**src/rtl/assert_macros.svh**
```systemverilog
// Assertion macros shared by the bih_queue and bih_modulo RTL modules.
`ifndef ASSERT_MACROS_SVH
`define ASSERT_MACROS_SVH

// Property checked at every rising clock edge outside reset.
`define ASSERT_ALWAYS(label, prop, msg) \
  label: assert property (@(posedge clk) disable iff (!rst_n) (prop)) else $error(msg);

// Antecedent implies consequent in the same cycle.
`define ASSERT_IMPLIES(label, ante, cons, msg) \
  label: assert property (@(posedge clk) disable iff (!rst_n) (ante) |-> (cons)) \
    else $error(msg);

`endif

```
**src/rtl/bih_pkg.sv**
```systemverilog
package bih_pkg;

  localparam int ACC_W   = 64;
  localparam int BKT_W   = 32;
  localparam int BYTE_W  = 8;
  localparam int CNT_W   = $clog2(ACC_W);
  localparam int CFG_IDX_W = 1;
  localparam int CFG_DATA_W = 32;

  localparam logic [CFG_IDX_W-1:0] CFG_MODE       = 1'b0;
  localparam logic [CFG_IDX_W-1:0] CFG_TABLE_SIZE = 1'b1;

  localparam logic [BYTE_W-1:0] UPPER_A = 8'h41;
  localparam logic [BYTE_W-1:0] UPPER_Z = 8'h5A;
  localparam logic [BYTE_W-1:0] CASE_OFS = 8'h20;

  typedef enum logic [1:0] {
    BK_IDLE,
    BK_RUN,
    BK_DONE
  } bk_state_t;

  typedef struct packed {
    logic             valid;
    logic [ACC_W-1:0] acc;
  } hq_push_t;

  typedef struct packed {
    logic empty;
    logic full;
  } hq_stat_t;

endpackage

```
**src/rtl/bih_front.sv**
```systemverilog
module bih_front
  import bih_pkg::*;
(
  input  logic              clk,
  input  logic              rst_n,
  input  logic              mode,
  input  logic              in_valid,
  input  logic [BYTE_W-1:0] in_key_byte,
  input  logic              in_last_byte,
  input  hq_stat_t          hq_stat,
  output logic              in_stall,
  output hq_push_t          hq_push
);

  logic [ACC_W-1:0]  acc_r;
  logic [ACC_W-1:0]  acc_nxt;
  logic              zero_seen_r;
  logic              zero_seen_nxt;
  logic              accept;
  logic [BYTE_W-1:0] folded;
  logic [ACC_W-1:0]  sext_raw;
  logic [ACC_W-1:0]  sext_fold;
  logic [ACC_W-1:0]  acc_sh5;
  logic [ACC_W-1:0]  acc_upd;
  logic              zero_upd;

  assign in_stall = hq_stat.full;
  assign accept   = in_valid && !in_stall;

  always_comb begin
    folded = in_key_byte;
    if (in_key_byte >= UPPER_A && in_key_byte <= UPPER_Z) begin
      folded = in_key_byte + CASE_OFS;
    end
  end

  assign sext_raw  = {{(ACC_W-BYTE_W){in_key_byte[BYTE_W-1]}}, in_key_byte};
  assign sext_fold = {{(ACC_W-BYTE_W){folded[BYTE_W-1]}}, folded};
  assign acc_sh5   = acc_r << 5;

  always_comb begin
    acc_upd  = acc_r;
    zero_upd = zero_seen_r;
    if (!mode) begin
      acc_upd = acc_sh5 + acc_r + sext_raw;
    end else if (!zero_seen_r) begin
      if (in_key_byte == '0) begin
        zero_upd = 1'b1;
      end else begin
        acc_upd = acc_sh5 - acc_r + sext_fold;
      end
    end
  end

  always_comb begin
    acc_nxt       = acc_r;
    zero_seen_nxt = zero_seen_r;
    if (accept) begin
      if (in_last_byte) begin
        acc_nxt       = '0;
        zero_seen_nxt = 1'b0;
      end else begin
        acc_nxt       = acc_upd;
        zero_seen_nxt = zero_upd;
      end
    end
  end

  assign hq_push.valid = accept && in_last_byte;
  assign hq_push.acc   = acc_upd;

  always_ff @(posedge clk) begin
    if (!rst_n) begin
      acc_r       <= '0;
      zero_seen_r <= 1'b0;
    end else begin
      acc_r       <= acc_nxt;
      zero_seen_r <= zero_seen_nxt;
    end
  end

endmodule

```
**src/rtl/bih_queue.sv**
```systemverilog
`include "assert_macros.svh"

module bih_queue
  import bih_pkg::*;
(
  input  logic             clk,
  input  logic             rst_n,
  input  hq_push_t         hq_push,
  input  logic             pop,
  output hq_stat_t         hq_stat,
  output logic [ACC_W-1:0] head
);

  localparam int DEPTH = 2;
  localparam int PTR_W = $clog2(DEPTH);
  localparam int CNT_QW = $clog2(DEPTH + 1);

  logic [ACC_W-1:0]  slot_r [DEPTH];
  logic [PTR_W-1:0]  wr_ptr_r;
  logic [PTR_W-1:0]  wr_ptr_nxt;
  logic [PTR_W-1:0]  rd_ptr_r;
  logic [PTR_W-1:0]  rd_ptr_nxt;
  logic [CNT_QW-1:0] cnt_r;
  logic [CNT_QW-1:0] cnt_nxt;

  assign hq_stat.empty = (cnt_r == '0);
  assign hq_stat.full  = (cnt_r == CNT_QW'(DEPTH));
  assign head          = slot_r[rd_ptr_r];

  always_comb begin
    wr_ptr_nxt = wr_ptr_r;
    rd_ptr_nxt = rd_ptr_r;
    cnt_nxt    = cnt_r;
    if (hq_push.valid) begin
      wr_ptr_nxt = wr_ptr_r + 1'b1;
    end
    if (pop) begin
      rd_ptr_nxt = rd_ptr_r + 1'b1;
    end
    if (hq_push.valid && !pop) begin
      cnt_nxt = cnt_r + 1'b1;
    end else if (!hq_push.valid && pop) begin
      cnt_nxt = cnt_r - 1'b1;
    end
  end

  always_ff @(posedge clk) begin
    if (hq_push.valid) begin
      slot_r[wr_ptr_r] <= hq_push.acc;
    end
  end

  always_ff @(posedge clk) begin
    if (!rst_n) begin
      wr_ptr_r <= '0;
      rd_ptr_r <= '0;
      cnt_r    <= '0;
    end else begin
      wr_ptr_r <= wr_ptr_nxt;
      rd_ptr_r <= rd_ptr_nxt;
      cnt_r    <= cnt_nxt;
    end
  end

  `ASSERT_IMPLIES(a_no_pop_empty, pop, !hq_stat.empty, "queue popped while empty")
  `ASSERT_IMPLIES(a_no_push_full, hq_push.valid, !hq_stat.full, "queue pushed while full")
  `ASSERT_ALWAYS(a_ptr_count, (wr_ptr_r == rd_ptr_r) == (hq_stat.empty || hq_stat.full), "queue pointers disagree with count")

endmodule

```
**src/rtl/bih_modulo.sv**
```systemverilog
`include "assert_macros.svh"

module bih_modulo
  import bih_pkg::*;
(
  input  logic             clk,
  input  logic             rst_n,
  input  logic [BKT_W-1:0] table_size,
  input  hq_stat_t         hq_stat,
  input  logic [ACC_W-1:0] head,
  output logic             pop,
  output logic             out_valid,
  output logic [BKT_W-1:0] out_bucket,
  input  logic             out_stall
);

  localparam logic [CNT_W-1:0] CNT_LAST = CNT_W'(ACC_W - 1);

  bk_state_t        state_r;
  bk_state_t        state_nxt;
  logic [ACC_W-1:0] dvd_r;
  logic [BKT_W-1:0] rem_r;
  logic [CNT_W-1:0] cnt_r;
  logic             out_valid_r;
  logic             out_valid_nxt;
  logic [BKT_W-1:0] out_bucket_r;
  logic             out_free;
  logic             run;
  logic             load_out;
  logic [BKT_W:0]   trial;
  logic             ge;
  logic [BKT_W:0]   diff;
  logic [BKT_W-1:0] rem_step;

  assign out_free = !out_valid_r || !out_stall;

  assign trial    = {rem_r, dvd_r[ACC_W-1]};
  assign diff     = trial - {1'b0, table_size};
  assign ge       = !diff[BKT_W] || trial[BKT_W];
  assign rem_step = ge ? diff[BKT_W-1:0] : trial[BKT_W-1:0];

  always_comb begin
    state_nxt = state_r;
    unique case (state_r)
      BK_IDLE: begin
        if (!hq_stat.empty) begin
          state_nxt = BK_RUN;
        end
      end
      BK_RUN: begin
        if (cnt_r == CNT_LAST) begin
          state_nxt = BK_DONE;
        end
      end
      BK_DONE: begin
        if (out_free) begin
          state_nxt = BK_IDLE;
        end
      end
      default: state_nxt = BK_IDLE;
    endcase
  end

  always_comb begin
    pop      = 1'b0;
    run      = 1'b0;
    load_out = 1'b0;
    unique case (state_r)
      BK_IDLE: pop      = !hq_stat.empty;
      BK_RUN:  run      = 1'b1;
      BK_DONE: load_out = out_free;
      default: run      = 1'b0;
    endcase
  end

  always_comb begin
    out_valid_nxt = out_valid_r;
    if (load_out) begin
      out_valid_nxt = 1'b1;
    end else if (out_valid_r && !out_stall) begin
      out_valid_nxt = 1'b0;
    end
  end

  always_ff @(posedge clk) begin
    if (pop) begin
      dvd_r <= head;
      rem_r <= '0;
      cnt_r <= '0;
    end else if (run) begin
      dvd_r <= dvd_r << 1;
      rem_r <= rem_step;
      cnt_r <= cnt_r + 1'b1;
    end
    if (load_out) begin
      out_bucket_r <= (table_size == '0) ? '0 : rem_r;
    end
  end

  always_ff @(posedge clk) begin
    if (!rst_n) begin
      state_r     <= BK_IDLE;
      out_valid_r <= 1'b0;
    end else begin
      state_r     <= state_nxt;
      out_valid_r <= out_valid_nxt;
    end
  end

  assign out_valid  = out_valid_r;
  assign out_bucket = out_bucket_r;

  `ASSERT_IMPLIES(a_rem_below_div, (state_r == BK_DONE) && (table_size != '0), rem_r < table_size, "remainder not reduced")
  `ASSERT_IMPLIES(a_pop_only_idle, pop, state_r == BK_IDLE, "queue popped while divider busy")

endmodule

```
**src/rtl/bucket_index_hash_unit.sv**
```systemverilog
// The last byte pushes the accumulator into the queue; the idle divider pops it, runs its
// shift-subtract steps, then registers the bucket and raises out_valid.
// One key byte per cycle while in_stall (queue full) is low; the modulo unit is a shift-subtract
// divider taking one quotient bit per cycle; a new key is popped only when the divider is idle.
// A two-entry queue lets later keys accumulate while the divider works.
// Reset (rst_n low, synchronous) clears the accumulator, queue, divider and output valid,
// and sets mode to 0 and table_size to 1.
module bucket_index_hash_unit
  import bih_pkg::*;
(
  input  logic                  clk,
  input  logic                  rst_n,
  input  logic                  cfg_we,
  input  logic [CFG_IDX_W-1:0]  cfg_index,
  input  logic [CFG_DATA_W-1:0] cfg_wdata,
  input  logic                  in_valid,
  input  logic [BYTE_W-1:0]     in_key_byte,
  input  logic                  in_last_byte,
  output logic                  in_stall,
  output logic                  out_valid,
  output logic [BKT_W-1:0]      out_bucket,
  input  logic                  out_stall
);

  logic             mode_r;
  logic             mode_nxt;
  logic [BKT_W-1:0] table_size_r;
  logic [BKT_W-1:0] table_size_nxt;
  hq_push_t         hq_push;
  hq_stat_t         hq_stat;
  logic             pop;
  logic [ACC_W-1:0] head;

  always_comb begin
    mode_nxt       = mode_r;
    table_size_nxt = table_size_r;
    if (cfg_we) begin
      unique case (cfg_index)
        CFG_MODE:       mode_nxt       = cfg_wdata[0];
        CFG_TABLE_SIZE: table_size_nxt = cfg_wdata[BKT_W-1:0];
        default:        mode_nxt       = mode_r;
      endcase
    end
  end

  always_ff @(posedge clk) begin
    if (!rst_n) begin
      mode_r       <= 1'b0;
      table_size_r <= BKT_W'(1);
    end else begin
      mode_r       <= mode_nxt;
      table_size_r <= table_size_nxt;
    end
  end

  bih_front u_front (
    .clk          (clk),
    .rst_n        (rst_n),
    .mode         (mode_r),
    .in_valid     (in_valid),
    .in_key_byte  (in_key_byte),
    .in_last_byte (in_last_byte),
    .hq_stat      (hq_stat),
    .in_stall     (in_stall),
    .hq_push      (hq_push)
  );

  bih_queue u_queue (
    .clk     (clk),
    .rst_n   (rst_n),
    .hq_push (hq_push),
    .pop     (pop),
    .hq_stat (hq_stat),
    .head    (head)
  );

  bih_modulo u_modulo (
    .clk        (clk),
    .rst_n      (rst_n),
    .table_size (table_size_r),
    .hq_stat    (hq_stat),
    .head       (head),
    .pop        (pop),
    .out_valid  (out_valid),
    .out_bucket (out_bucket),
    .out_stall  (out_stall)
  );

endmodule
```
**config.mk**
```make
export PLATFORM = sky130hd
export DESIGN_NAME = bucket_index_hash_unit
export DESIGN_NICKNAME = d
export VERILOG_FILES = /design/src/rtl/bih_pkg.sv /design/src/rtl/bih_front.sv /design/src/rtl/bih_queue.sv /design/src/rtl/bih_modulo.sv /design/src/rtl/bucket_index_hash_unit.sv
export VERILOG_INCLUDE_DIRS = /design/src /design/src/rtl
export SDC_FILE = /design/constraint.sdc
export NUM_CORES = 1
export LEC_CHECK = 0
export ABC_AREA = 1
export BUFFER_PORTS_ARGS = -buffer_cell sky130_fd_sc_hd__buf_4
export CORE_ASPECT_RATIO = 0.6
export CORE_MARGIN = 2
export CORE_UTILIZATION = 25
export DETAILED_ROUTE_END_ITERATION = 10
export PLACE_DENSITY = 0.41
export SYNTH_ARGS = -nofsm -noshare
export SYNTH_HDL_FRONTEND = slang
export SYNTH_SLANG_ARGS = --single-unit
export TNS_END_PERCENT = 5
```
**constraint.sdc**
```tcl
create_clock -name clk -period 6.2 [get_ports clk]
set_input_delay 1.24 -clock clk [delete_from_list [all_inputs] [get_ports clk]]
set_output_delay 1.24 -clock clk [all_outputs]
set_load 0.005 [all_outputs]
```
==> results of run 1 <==
==> cells by family after synthesis <==
family | after synthesis | synth area share
flip-flops | 368 | 0.312
buffers and inverters | 877 | 0.109
XOR/XNOR | 51 | 0.0145
AO/OA/AOI/OAI | 604 | 0.107
AND/OR/NAND/NOR | 2352 | 0.312
adder cells (fa/ha/maj) | 288 | 0.146
==> layout make-up <==
cell class	instances	area (um2)
Inverter	777	2930
Multi-Input combinational cell	3295	17900
Clock buffer	52	1080
Antenna cell	1	2.50
Sequential cell	368	9610
Timing Repair Buffer	130	1030
Clock inverter	18	208
Fill cell	13700	87100
Tap cell	1616	2020
==> cell usage in the layout, fill, tap and decap left out, types with 5 or more instances in the layout <==
cell type,n
nand2_1,1491
inv_1,769
nor2_1,406
a21oi_1,321
nand3_1,271
edfxtp_1,224
ha_1,169
dfxtp_1,143
buf_4,126
fa_1,119
o21ai_0,118
a31oi_1,64
nor3_1,42
nand4_1,41
and2_1,41
clkbuf_16,40
o21ai_1,36
xnor2_1,35
o21bai_1,21
xor2_1,16
nor4_1,15
o211ai_1,14
or2_2,13
clkbuf_1,8
a21o_1,6
nand3b_1,6
nor2_4,5
inv_2,5
inv_6,5
o21ai_2,5
==> layer usage <==
metal / vias up / track usage / share of wire
met4: 2 / 0.0200 / 0.0074
met3: 72 / 0.0620 / 0.10
met1: 14100 / 0.359 / 0.56
met2: 968 / 0.241 / 0.33
li1: 14600 / - / -
met5: - / 0.00696 / 0.00096
==> state kept, by name (all words and copies together), names as in the netlist, 2 cells and up, named ones only <==
name / flops
u_modulo.state_r: 2
u_front.acc_r: 64
u_queue.cnt_r: 2
u_modulo.cnt_r: 6
u_modulo.out_bucket: 32
u_modulo.dvd_r: 64
u_queue.slot_r: 128
table_size_r: 32
u_modulo.rem_r: 32
==> path summary, 6_finish.rpt <==
check                                      start               endpoint  cells after the start
worst max register to register  u_front.acc_r[1]  u_queue.slot_r[0][57]                     18
worst max-delay path              in_key_byte[7]  u_queue.slot_r[1][58]                     23
worst min-delay path            u_queue.rd_ptr_r              flip-flop                      1
worst min register to register  u_queue.rd_ptr_r              flip-flop                      1
==> stage by stage <==
step	hold slack [ns]	instances	setup WS [ns]	cell area (um2)
global route	0.464	6257	0.600	34800
floorplan	0.426	4540	0.631	30800
CTS	0.449	6256	0.961	34800
finish	0.456	6257	0.777	34800
global placement	0.437	6186	0.269	33500
detailed placement	0.437	6186	0.345	33500
==> power breakdown <==
group          switching, mW  internal [mW]  leakage, nW
sequential             0.463           3.52         3.26
combinational           7.51           3.09         12.6
clock                   1.14           1.37        0.628
total                   9.11           7.98         16.5
==> flow_metrics.tcl, run 1 <==
set metrics [dict create \
    outcome "finished, final reports clean" \
    ys_ff_latch 368 \
    crit_buf_inv 4 \
    die_h_um 276 \
    synth_edf_count 224 \
    synth_ff_type "edfxtp_1" \
    fin_setup_tns_ns 0 \
    dp_hpwl_um 109000 \
    async_reset_ff_frac 0 \
    yosysMostFrequentCell "nand2_1" \
    cts.clk_slew.worst_paths_ns 0.07 \
    numCtsBuffers 38 \
    drc 0 \
    drive_above_1_share 0.0519 \
    core_area_mm2 0.122 \
    r2r_slack_ns 1.84 \
    grt_overflow 0 \
    netlist_instances 4540 \
    crit_required_ns 6.54 \
    root_buffer "clkbuf_16" \
    drt-initial-drc-count 3146 \
    synth.area.top_cells "edfxtp_1 (22%), nand2_1 (18%), inv_1 (9.4%)" \
    io_buffers 80 \
    cp_top_family "simple AND/OR/NAND/NOR gates" \
    ys_seq_area_frac 0.312 \
    post_cts_buffers 0 \
    post-route-period-util 0.875 \
    area_growth_pct 12.9 \
    min_period_ns 5.42 \
    finalClockSkew_ns 0.0432 \
    hold_viol 0 \
    clk_latency_ns 0.62 \
    grt_pass1_wl_um 192000 \
    grt_pass1_vias 27000 \
    leakagePower_nw 16.5 \
    syn_area_mm2 0.0308 \
    critical_path.max_stage_delay_ns 0.67 \
    via_count 29700 \
    hold_class "reg -> reg" \
    fp-row-count 99 \
    wire_per_inst_um 21.4 \
    postCtsHoldBufs 0 \
    grt_max_degree 67 \
    cp.arrival_ns 5.77 \
    cpMostUsedCell "nand2_1" \
    synth_top_area_cell "edfxtp_1" \
    clock_path_buffers 3 \
    cp_cell_sequence "buf_4, inv_2, nand2_1, nor2_1, nand2_2, nand3_1, nand2_1, nand2_1, inv_2, buf_12, fa_1, ha_1, nand2_1, nor2_1, nand2_1, nor2_1, and3_1, nand2_1, nand2_1, nand2_1, nand3_1, nand2_1, and2_1" \
    initial_core_util 0.253 \
    fmax_mhz 184 \
    worst_path_max_delay_cell "nor2_1" \
    antenna_found_initial 2 \
    avgSynthCellArea_um2 6.79 \
    irDropWorstVdd_v 0.000248 \
    routed_wl_um 134000 \
    powerDensity_mw_per_mm2 491 \
    htree_num_levels 2 \
    drv_slew 0 \
    first_pass_iters 6 \
    max_cap_violations 0 \
    yosysTopAreaCellShare 0.218 \
    synth_nets 4875 \
    ctsResizeCount 0 \
    start_kind "primary input" \
    via_per_inst 4.75 \
    drtAntennaViolNets 0 \
    rsz0062_at_grt "no" \
    clock-sinks 368 \
    path_max_fanout 43 \
    critPathCaptureType "flip-flop" \
    nets 4945 \
    io_pins 81 \
    worst_pin_slew_ns 1.06 \
    place_congestion 1.03 \
    cts_tree "done" \
    die_w_um 457 \
    slew_headroom 0.289 \
    synthTopCellsByCount "nand2_1 (1492), inv_1 (772), nor2_1 (412)" \
    synth_cell_types 51 \
    power_mw 17.1 \
    final_core_util 0.285 \
    gr-usage-all-layers 0.209 \
    setup_viol 0 \
    crit_type "in -> reg" \
    die-area_mm2 0.126 \
    ys_warn_count 0 \
]
(Power assumes the default switching activity.)
==> run 2: changes to the inputs <==
--- a/config.mk
+++ b/config.mk
@@ -8,11 +8,13 @@
 export LEC_CHECK = 0
 export ABC_AREA = 1
 export BUFFER_PORTS_ARGS = -buffer_cell sky130_fd_sc_hd__buf_4
+export CELL_PAD_IN_SITES_DETAIL_PLACEMENT = 1
+export CELL_PAD_IN_SITES_GLOBAL_PLACEMENT = 1
 export CORE_ASPECT_RATIO = 0.6
 export CORE_MARGIN = 2
 export CORE_UTILIZATION = 25
 export DETAILED_ROUTE_END_ITERATION = 10
-export PLACE_DENSITY = 0.41
+export PLACE_DENSITY_LB_ADDON = 0.1
 export SYNTH_ARGS = -nofsm -noshare
 export SYNTH_HDL_FRONTEND = slang
 export SYNTH_SLANG_ARGS = --single-unit
==> run 2 against run 1 <==
Compared with the run above:
- final cell count up 0.51%
- sequential cell count unchanged
- non-clock buffer count up 31
- maximum frequency up 1.3%
- sequential share of layout area down 0.18 points
- register-to-register slack worse by 0.09 ns
- combinational power up 4%
==> flow_metrics.tcl, run 2 (synthesized netlist as in run 1, its figures left out) <==
set metrics [dict create \
    outcome "finished, final reports clean" \
    clock_path_buffers 3 \
    htree_num_levels 2 \
    final_cell_mix "nand2_1 (1491), inv_1 (769), nor2_1 (406), a21oi_1 (321), nand3_1 (271)" \
    crit_required_ns 6.53 \
    place_area_mm2 0.0337 \
    slew_headroom 0.184 \
    first_pass_iters 5 \
    drt-initial-drc-count 2515 \
    clock-sinks 368 \
    drv_slew 0 \
    grt_overflow 0 \
    post-route-period-util 0.864 \
    grt_max_degree 111 \
    p_seq_frac 0.229 \
    drc 0 \
    postCtsHoldBufs 0 \
    leakagePower_nw 16.7 \
    routed_wl_um 143000 \
    io_pins 81 \
    post-place-cells 6217 \
    min_period_ns 5.36 \
    dp_hpwl_um 118000 \
    hold_class "reg -> reg" \
    initial_core_util 0.253 \
    die_w_um 457 \
    io_buffers 80 \
    final_core_util 0.287 \
    antenna_found_initial 2 \
    drive_above_1_share 0.0580 \
    post_cts_buffers 0 \
    largest_reg_flops 128 \
    clkPwrFrac 0.143 \
    irDropWorstVdd_v 0.000200 \
    hold_viol 0 \
    gr-usage-all-layers 0.225 \
    area_growth_pct 13.6 \
    worst_pin_slew_ns 1.22 \
    grt_pass1_wl_um 207000 \
    fp-row-count 99 \
    finalClockSkew_ns 0.0226 \
    internal-power_mw 8.10 \
    path_max_fanout 26 \
    fmax_mhz 187 \
    wire_per_inst_um 22.8 \
    cts_tree "done" \
    die-area_mm2 0.126 \
    crit_type "in -> reg" \
    ctsResizeCount 0 \
    cp.arrival_ns 5.69 \
    power_mw 17.5 \
    top_register "u_queue.slot_r" \
    switching_power_mw 9.39 \
    rsz0062_at_grt "no" \
    die_h_um 276 \
    grt_pass1_vias 28900 \
    place_congestion 0.951 \
    pwr-share-comb 0.628 \
    fin_setup_tns_ns 0 \
    nets 4976 \
    cts.clk_slew.worst_paths_ns 0.07 \
    powerDensity_mw_per_mm2 500 \
    via_per_inst 4.76 \
    critPathCaptureType "flip-flop" \
    drtAntennaViolNets 0 \
    sw_frac_of_total 0.537 \
    fin_cells 6289 \
    via_count 29900 \
    clk_latency_ns 0.60 \
    setup_viol 0 \
    max_cap_violations 0 \
    core_area_mm2 0.122 \
    final_common_cell "nand2_1" \
    finalInstanceArea_mm2 0.0350 \
    root_buffer "clkbuf_16" \
    numCtsBuffers 38 \
    top_regs "u_queue.slot_r (128), u_front.acc_r (64), u_modulo.dvd_r (64)" \
    start_kind "primary input" \
]
-- run 2: changes by cell type in the layout (fill, tap and decap cells not counted), sizes merged --
cell      change
buf          +31
clkinv        +4
clkinvlp      -2
clkbuf        -1
diode         +1
inv           -1
-- run 2: per-stage QoR --
stage	worst slack [ns]	hold slack [ns]
after floorplan	0.631	0.426
after global placement	0.450	0.435
after detailed placement	0.509	0.445
after CTS	1.11	0.455
after global routing	0.704	0.468
final	0.844	0.459
-- run 2: area by class of cell --
type                            count  area [um2]
Antenna cell                        2        5.00
Clock buffer                       51        1080
Clock inverter                     19         199
Fill cell                       15200       86900
Inverter                          777        2930
Multi-Input combinational cell   3295       17900
Sequential cell                   368        9610
Tap cell                         1616        2020
Timing Repair Buffer              161        1260
-- run 2: layer usage --
metal / vias to the layer above / GRT usage / part of all wire
li1: 14600 / - / -
met1: 14600 / 0.382 / 0.58
met2: 572 / 0.276 / 0.34
met3: 76 / 0.0514 / 0.068
met4: 0 / 0.0246 / 0.0099
met5: - / 0 / 0
-- run 2: final timing paths --
path	from	endpoint	slack, ns	cells after the start
setup / recovery	in_key_byte[7]	u_queue.slot_r[1][35]	0.84	22
hold reg to reg	u_queue.rd_ptr_r	flip-flop	0.46	1
setup reg to reg	u_front.acc_r[1]	u_queue.slot_r[0][49]	1.75	17
hold / removal	u_queue.rd_ptr_r	flip-flop	0.46	1
-- run 2: critical path: stages --
cell	delay [ns]
buf_4	0.20
inv_2	0.11
nand2_1	0.08
nor2_1	0.16
nand3_1	0.15
nand2_1	0.10
nand2_1	0.09
inv_2	0.10
buf_12	0.22
buf_4	0.20
fa_1	0.42
ha_1	0.37
nand2_1	0.14
nor2_1	0.36
nand2_1	0.20
nor2_1	0.40
nand4_1	0.46
nand3_1	0.22
nand2_1	0.07
nand3_1	0.08
nand2_1	0.08
and2_1	0.17
-- run 2: power groups by stage --
stage	logic [mW]	registers (mW)	clock network [mW]
3_5_place_dp	10.8	4.07	0
5_1_grt	12.2	4.08	2.67
2_1_floorplan	6.76	3.84	0
3_3_place_gp	10.8	4.06	0
6_report	11.0	4.01	2.49
4_1_cts	10.9	4.02	2.57
